File: config.mk
export PLATFORM = sky130hd
export DESIGN_NAME = fraction_multiply_reduce
export DESIGN_NICKNAME = d
export VERILOG_FILES = /design/src/fmr_pkg.sv /design/src/fmr_alu.sv /design/src/fraction_multiply_reduce.sv
export SDC_FILE = /design/constraint.sdc
export NUM_CORES = 2
export LEC_CHECK = 0
export ABC_AREA = 0
export BUFFER_PORTS_ARGS = -buffer_cell sky130_fd_sc_hd__buf_4
export CAP_MARGIN = 20
export CELL_PAD_IN_SITES_DETAIL_PLACEMENT = 1
export CELL_PAD_IN_SITES_GLOBAL_PLACEMENT = 2
export CORE_ASPECT_RATIO = 1.5
export CORE_MARGIN = 5
export CORE_UTILIZATION = 40
export DETAILED_ROUTE_END_ITERATION = 10
export GPL_TIMING_DRIVEN = 1
export PLACE_DENSITY = 0.82
export SLEW_MARGIN = 25
export SYNTH_ARGS = -nofsm -noshare
export SYNTH_HDL_FRONTEND = slang
export SYNTH_SLANG_ARGS = --single-unit
File: constraint.sdc
create_clock -name clk_i -period 11.9 [get_ports clk_i]
set_input_delay 2.38 -clock clk_i [delete_from_list [all_inputs] [get_ports clk_i]]
set_output_delay 2.38 -clock clk_i [all_outputs]
set_load 0.02 [all_outputs]
File: src/fmr_pkg.sv
// Shared widths and types for the fraction multiply and reduce block.
package fmr_pkg;

  // Significant bits taken from each input field; the top one is the sign
  localparam int unsigned OPERAND_WIDTH = 32;
  localparam int unsigned FIELD_WIDTH   = 32;
  localparam int unsigned RES_WIDTH     = 64;
  localparam int unsigned PROD_WIDTH    = 2 * OPERAND_WIDTH;
  localparam int unsigned SHIFT_WIDTH   = $clog2(RES_WIDTH);

  // Status of the shared subtractor
  typedef struct packed {
    logic ge;  // opa >= opb, unsigned
    logic eq;  // opa == opb
  } alu_flags_t;

endpackage

File: src/fmr_alu.sv
// Shared 64-bit subtract and compare unit used by both gcd and division steps.
module fmr_alu import fmr_pkg::*; (
  input  logic [RES_WIDTH-1:0] opa_i,
  input  logic [RES_WIDTH-1:0] opb_i,
  output logic [RES_WIDTH-1:0] diff_o,
  output alu_flags_t           flags_o
);

  logic [RES_WIDTH:0] sub;

  // Subtract with one extra bit so the borrow gives the compare
  assign sub           = {1'b0, opa_i} - {1'b0, opb_i};
  assign diff_o        = sub[RES_WIDTH-1:0];
  assign flags_o.ge    = ~sub[RES_WIDTH];
  assign flags_o.eq    = (opa_i == opb_i);

endmodule

File: src/fraction_multiply_reduce.sv
// Fraction multiply with gcd reduction: products, binary gcd, two restoring divisions.
// Steps: numerator product, then denominator product, then a zero check, then one binary gcd
// step per cycle, then restoring division of the numerator and then the denominator by the gcd,
// then the result word is held until taken; a zero product skips to the result word unreduced.
// Throughput: one word at a time; input stall is high from accept until the result word leaves.
// The gcd and division steps share one 64-bit subtractor. Reset returns the sequencer to idle.
module fraction_multiply_reduce import fmr_pkg::*; (
  input  logic                          clk_i,
  input  logic                          rst_ni,
  input  logic                          in_valid_i,
  output logic                          in_stall_o,
  input  logic signed [FIELD_WIDTH-1:0] a_num_i,
  input  logic signed [FIELD_WIDTH-1:0] a_den_i,
  input  logic signed [FIELD_WIDTH-1:0] b_num_i,
  input  logic signed [FIELD_WIDTH-1:0] b_den_i,
  output logic                          out_valid_o,
  input  logic                          out_stall_i,
  output logic signed [RES_WIDTH-1:0]   res_num_o,
  output logic signed [RES_WIDTH-1:0]   res_den_o
);

  localparam logic [2:0] S_IDLE = 3'd0;
  localparam logic [2:0] S_MULN = 3'd1;
  localparam logic [2:0] S_MULD = 3'd2;
  localparam logic [2:0] S_CHK  = 3'd3;
  localparam logic [2:0] S_GCD  = 3'd4;
  localparam logic [2:0] S_DIVN = 3'd5;
  localparam logic [2:0] S_DIVD = 3'd6;
  localparam logic [2:0] S_OUT  = 3'd7;

  // Magnitude of the low operand bits, read as two's complement
  function automatic logic [OPERAND_WIDTH-1:0] mag_of(input logic [FIELD_WIDTH-1:0] raw);
    logic [OPERAND_WIDTH-1:0] v;
    v = raw[OPERAND_WIDTH-1:0];
    return v[OPERAND_WIDTH-1] ? (~v) + OPERAND_WIDTH'(1) : v;
  endfunction

  logic [2:0]               state_q, state_d;
  logic [OPERAND_WIDTH-1:0] an_q, an_d, bn_q, bn_d, ad_q, ad_d, bd_q, bd_d;
  logic                     neg_n_q, neg_n_d, neg_d_q, neg_d_d;
  logic [RES_WIDTH-1:0]     pn_q, pn_d, pd_q, pd_d;
  logic [RES_WIDTH-1:0]     a_q, a_d, b_q, b_d, g_q, g_d;
  logic [RES_WIDTH-1:0]     dv_q, dv_d, rem_q, rem_d;
  logic [SHIFT_WIDTH-1:0]   k_q, k_d, cnt_q, cnt_d;

  logic [OPERAND_WIDTH-1:0] mul_a, mul_b;
  logic [PROD_WIDTH-1:0]    mul_p;
  logic [RES_WIDTH-1:0]     alu_a, alu_b, alu_diff;
  alu_flags_t               alu_flags;
  logic [RES_WIDTH-1:0]     quot;

  // Shared multiplier: numerators first, then denominators
  assign mul_a = (state_q == S_MULD) ? ad_q : an_q;
  assign mul_b = (state_q == S_MULD) ? bd_q : bn_q;
  assign mul_p = PROD_WIDTH'(mul_a) * PROD_WIDTH'(mul_b);

  // Route the subtractor: gcd pair, or shifted remainder against the gcd
  always_comb begin
    if (state_q == S_DIVN || state_q == S_DIVD) begin
      alu_a = {rem_q[RES_WIDTH-2:0], dv_q[RES_WIDTH-1]};
      alu_b = g_q;
    end else begin
      alu_a = a_q;
      alu_b = b_q;
    end
  end

  fmr_alu u_alu (
    .opa_i   (alu_a),
    .opb_i   (alu_b),
    .diff_o  (alu_diff),
    .flags_o (alu_flags)
  );

  assign quot = {dv_q[RES_WIDTH-2:0], alu_flags.ge};

  // Sequencer
  always_comb begin
    state_d = state_q;
    an_d    = an_q;
    bn_d    = bn_q;
    ad_d    = ad_q;
    bd_d    = bd_q;
    neg_n_d = neg_n_q;
    neg_d_d = neg_d_q;
    pn_d    = pn_q;
    pd_d    = pd_q;
    a_d     = a_q;
    b_d     = b_q;
    g_d     = g_q;
    dv_d    = dv_q;
    rem_d   = rem_q;
    k_d     = k_q;
    cnt_d   = cnt_q;
    case (state_q)
      S_IDLE: begin
        if (in_valid_i) begin
          an_d    = mag_of(a_num_i);
          ad_d    = mag_of(a_den_i);
          bn_d    = mag_of(b_num_i);
          bd_d    = mag_of(b_den_i);
          neg_n_d = a_num_i[OPERAND_WIDTH-1] ^ b_num_i[OPERAND_WIDTH-1];
          neg_d_d = a_den_i[OPERAND_WIDTH-1] ^ b_den_i[OPERAND_WIDTH-1];
          state_d = S_MULN;
        end
      end
      S_MULN: begin
        pn_d    = RES_WIDTH'(mul_p);
        state_d = S_MULD;
      end
      S_MULD: begin
        pd_d    = RES_WIDTH'(mul_p);
        state_d = S_CHK;
      end
      S_CHK: begin
        // Pass zero products on unreduced
        if (pn_q == '0 || pd_q == '0) begin
          state_d = S_OUT;
        end else begin
          a_d     = pn_q;
          b_d     = pd_q;
          k_d     = '0;
          state_d = S_GCD;
        end
      end
      S_GCD: begin
        // One binary gcd step per cycle
        if (alu_flags.eq) begin
          g_d     = a_q << k_q;
          dv_d    = pn_q;
          rem_d   = '0;
          cnt_d   = '0;
          state_d = S_DIVN;
        end else if (!a_q[0] && !b_q[0]) begin
          a_d = a_q >> 1;
          b_d = b_q >> 1;
          k_d = k_q + SHIFT_WIDTH'(1);
        end else if (!a_q[0]) begin
          a_d = a_q >> 1;
        end else if (!b_q[0]) begin
          b_d = b_q >> 1;
        end else if (alu_flags.ge) begin
          a_d = alu_diff;
        end else begin
          a_d = b_q;
          b_d = a_q;
        end
      end
      S_DIVN, S_DIVD: begin
        // Restoring division, one quotient bit per cycle
        rem_d = alu_flags.ge ? alu_diff : alu_a;
        dv_d  = quot;
        cnt_d = cnt_q + SHIFT_WIDTH'(1);
        if (cnt_q == '1) begin
          if (state_q == S_DIVN) begin
            pn_d    = quot;
            dv_d    = pd_q;
            rem_d   = '0;
            state_d = S_DIVD;
          end else begin
            pd_d    = quot;
            state_d = S_OUT;
          end
        end
      end
      S_OUT: begin
        if (!out_stall_i) begin
          state_d = S_IDLE;
        end
      end
      default: begin
        state_d = S_IDLE;
      end
    endcase
  end

  // Control state
  always_ff @(posedge clk_i or negedge rst_ni) begin
    if (!rst_ni) begin
      state_q <= S_IDLE;
      k_q     <= '0;
      cnt_q   <= '0;
    end else begin
      state_q <= state_d;
      k_q     <= k_d;
      cnt_q   <= cnt_d;
    end
  end

  // Datapath registers
  always_ff @(posedge clk_i) begin
    an_q    <= an_d;
    bn_q    <= bn_d;
    ad_q    <= ad_d;
    bd_q    <= bd_d;
    neg_n_q <= neg_n_d;
    neg_d_q <= neg_d_d;
    pn_q    <= pn_d;
    pd_q    <= pd_d;
    a_q     <= a_d;
    b_q     <= b_d;
    g_q     <= g_d;
    dv_q    <= dv_d;
    rem_q   <= rem_d;
  end

  // Handshake and result word with signs restored
  assign in_stall_o  = (state_q != S_IDLE);
  assign out_valid_o = (state_q == S_OUT);
  assign res_num_o   = neg_n_q ? ('0 - pn_q) : pn_q;
  assign res_den_o   = neg_d_q ? ('0 - pd_q) : pd_q;

endmodule
==> metrics.cfg <==
[synth]
synth_most_common_cell=nand2_1
synth_area_leaders=fa_1 25%, edfxtp_1 24%, nand2_1 6.1%, ha_1 5.7%, nor2_1 5.0%
synth_ff_type=edfxtp_1
synthArstFlopShare_pct=2.53
yosys.area.top_type=fa_1
seq_area_frac_synth_pct=24.2
ys_seq_elements=592
avgSynthCellArea_um2=9.14
yosysWarnings=0
syn_nets=9354
syn_inst=7990
synth_top_area_share_pct=24.6
syn_area_um2=73000
synth_cell_types=87
ys_top_cells_by_count=1,185 x nand2_1, 980 x nor2_1, 898 x inv_1, 897 x fa_1, 577 x edfxtp_1
synth-edff-count=577

[critical_path]
cp.depth=28
critical_path_class=register to register
startpoint_type=register
slowest_stage=mux2i_2
crit_family=adder cells
worstPathRequired_ns=12.41
crit_start=state_q[0]
worstSetupEndpointType=register
critPathMaxStageDelay_ns=0.82
arrival_ns=11.36
r2r_start=state_q[0]
path_buf_inv=5
worstPathMaxFanout=30
critical_path.most_common_cell=fa_1
r2r_cells=28

[sta]
slew_viol_final=0
rsz0062_at_grt=false
whs_ns=0.532
period_share_pct=91.1
worst_pin_slew_ns=1.13
final-hold-violation-count=0
fmax_mhz=92.2
period_minus_slack_ns=10.85
fin_skew_ns=0.0343
max_slew_margin_pct=22.9
finalSetupViolations=0
setup_tns_ns=0

[global_routing]
grt_pass1_vias=67400
antenna_found_initial=9
track_usage_pct=30.8
grt.overflow.total=0
grt_max_degree=159
grt_pass1_wl_um=443000

[die]
rows=192
io_pins=262
start_util_pct=40.1
design.core.area_um2=182000
die_h_um=533
fp.dieArea_um2=191000
die_w_um=359

[finish]
synthToLayoutAreaGrowth_pct=9.66
stdcell_area_um2=80100
final_layout_size_suffix_gt1_share_pct=9.98
fin_nets=9335

[clock_tree]
root_buffer=clkbuf_16
ctsHtreeMaxLevel=3
cts_max_path_buffers=3
cts_tree=done
clkSinkCount=592
numCtsBuffers=68
cts_setup_buffers=0
hold_buffers=0
clk_pin_slew_ns=0.06
clock_latency_ns=0.70
cts_resized=0

[route]
drc_errors=0
viasPerCell=5.84
drt-pass1-iter-count=7
wirelength_um=300000
drtAntennaViolNets=0
detailroute.via_count=61100
wl_per_cell_um=28.7
drtIter0Drc=4433

[place]
post_dp_cell_area_um2=77700
hpwl_um=237000
gp_congestion=0.995
port_buffers=261

[min_path]
worst_hold_path.num_cells=1
hold_path_startpoint=cnt_q[0]
min_path_type=register to register

[job]
drv_cap=0

[run_status]
outcome=complete, no violations

## stage by stage
| stage | util, % | setup slack (ns) | cells |
|---|---|---|---|
| global placement | 42.7 | 1.14 | 10300 |
| global route | 44.0 | 0.658 | 10500 |
| CTS | 44.0 | 1.01 | 10500 |
| floorplan | - | 2.78 | 7990 |
| finish | 44.0 | 1.05 | 10500 |
| detailed placement | 42.7 | 1.07 | 10300 |
## kinds of logic (layout without fill, tap and decap cells)
family | after synthesis | in the layout | synth area share [%]
fa+ha+maj | 1232 | 1232 | 30.3
flops | 592 | 592 | 24.2
xor+xnor | 343 | 343 | 4.11
mux | 519 | 519 | 8.21
simple gates | 2652 | 2652 | 15.3
compound gates | 1251 | 1251 | 10.5
buf+inv | 1401 | 1438 | 7.25
other cells | 0 | 2 | 0
## flip-flops by register name (all words and copies together), names as in the netlist
name / flops
k_q: 6
a_q: 64
state_q: 3
neg_n_q: 1
g_q: 64
cnt_q: 6
pn_q: 64
rem_q: 63
neg_d_q: 1
bn_q: 32
bd_q: 32
b_q: 64
pd_q: 64
an_q: 32
dv_q: 64
ad_q: 32
## path summary, 6_finish.rpt
| kind | end | slack (ns) |
|---|---|---|
| hold reg to reg | cnt_q[0] | 0.53 |
| setup reg to reg | pd_q[61] | 1.05 |
| hold / removal | cnt_q[0] | 0.53 |
| max in group asynchronous | k_q[0] | 10.02 |
| min in group asynchronous | k_q[4] | 1.59 |
| setup / recovery | pd_q[61] | 1.05 |
## area by class of cell
class,count,area (um^2)
Sequential cell,592,17700
Tap cell,2425,3030
Fill cell,21000,102000
Multi-Input combinational cell,5997,50400
Clock buffer,77,1740
Clock inverter,49,581
Inverter,899,3380
Antenna cell,2,5.00
Timing Repair Buffer,413,3220
## layer usage
metal / part of all wire (%) / wire [um] / GRT usage (%)
met5: 0.010 / 31 / 0
met4: 7.4 / 22300 / 18.6
met3: 5.4 / 16200 / 4.32
met2: 51 / 152000 / 55.4
met1: 37 / 110000 / 34.5
## layout by cell type, fill, tap and decap left out, types with 52 or more instances in the layout
cell | netlist | final
a21o_1 | 88 | 88
a21oi_1 | 383 | 383
and3_1 | 58 | 58
buf_4 | 2 | 404
clkbuf_16 | 0 | 68
edfxtp_1 | 577 | 577
fa_1 | 897 | 897
ha_1 | 335 | 335
inv_1 | 898 | 896
mux2_2 | 99 | 99
mux2i_1 | 366 | 319
mux4_2 | 54 | 54
nand2_1 | 1185 | 1179
nand3_1 | 89 | 89
nor2_1 | 980 | 976
o21ai_0 | 339 | 339
o22ai_1 | 53 | 52
o31ai_1 | 79 | 79
xnor2_1 | 279 | 279
xor2_1 | 64 | 64
Power is not shown: default switching activity piles up to over one toggle a cycle in this logic, so the estimate is an artifact.
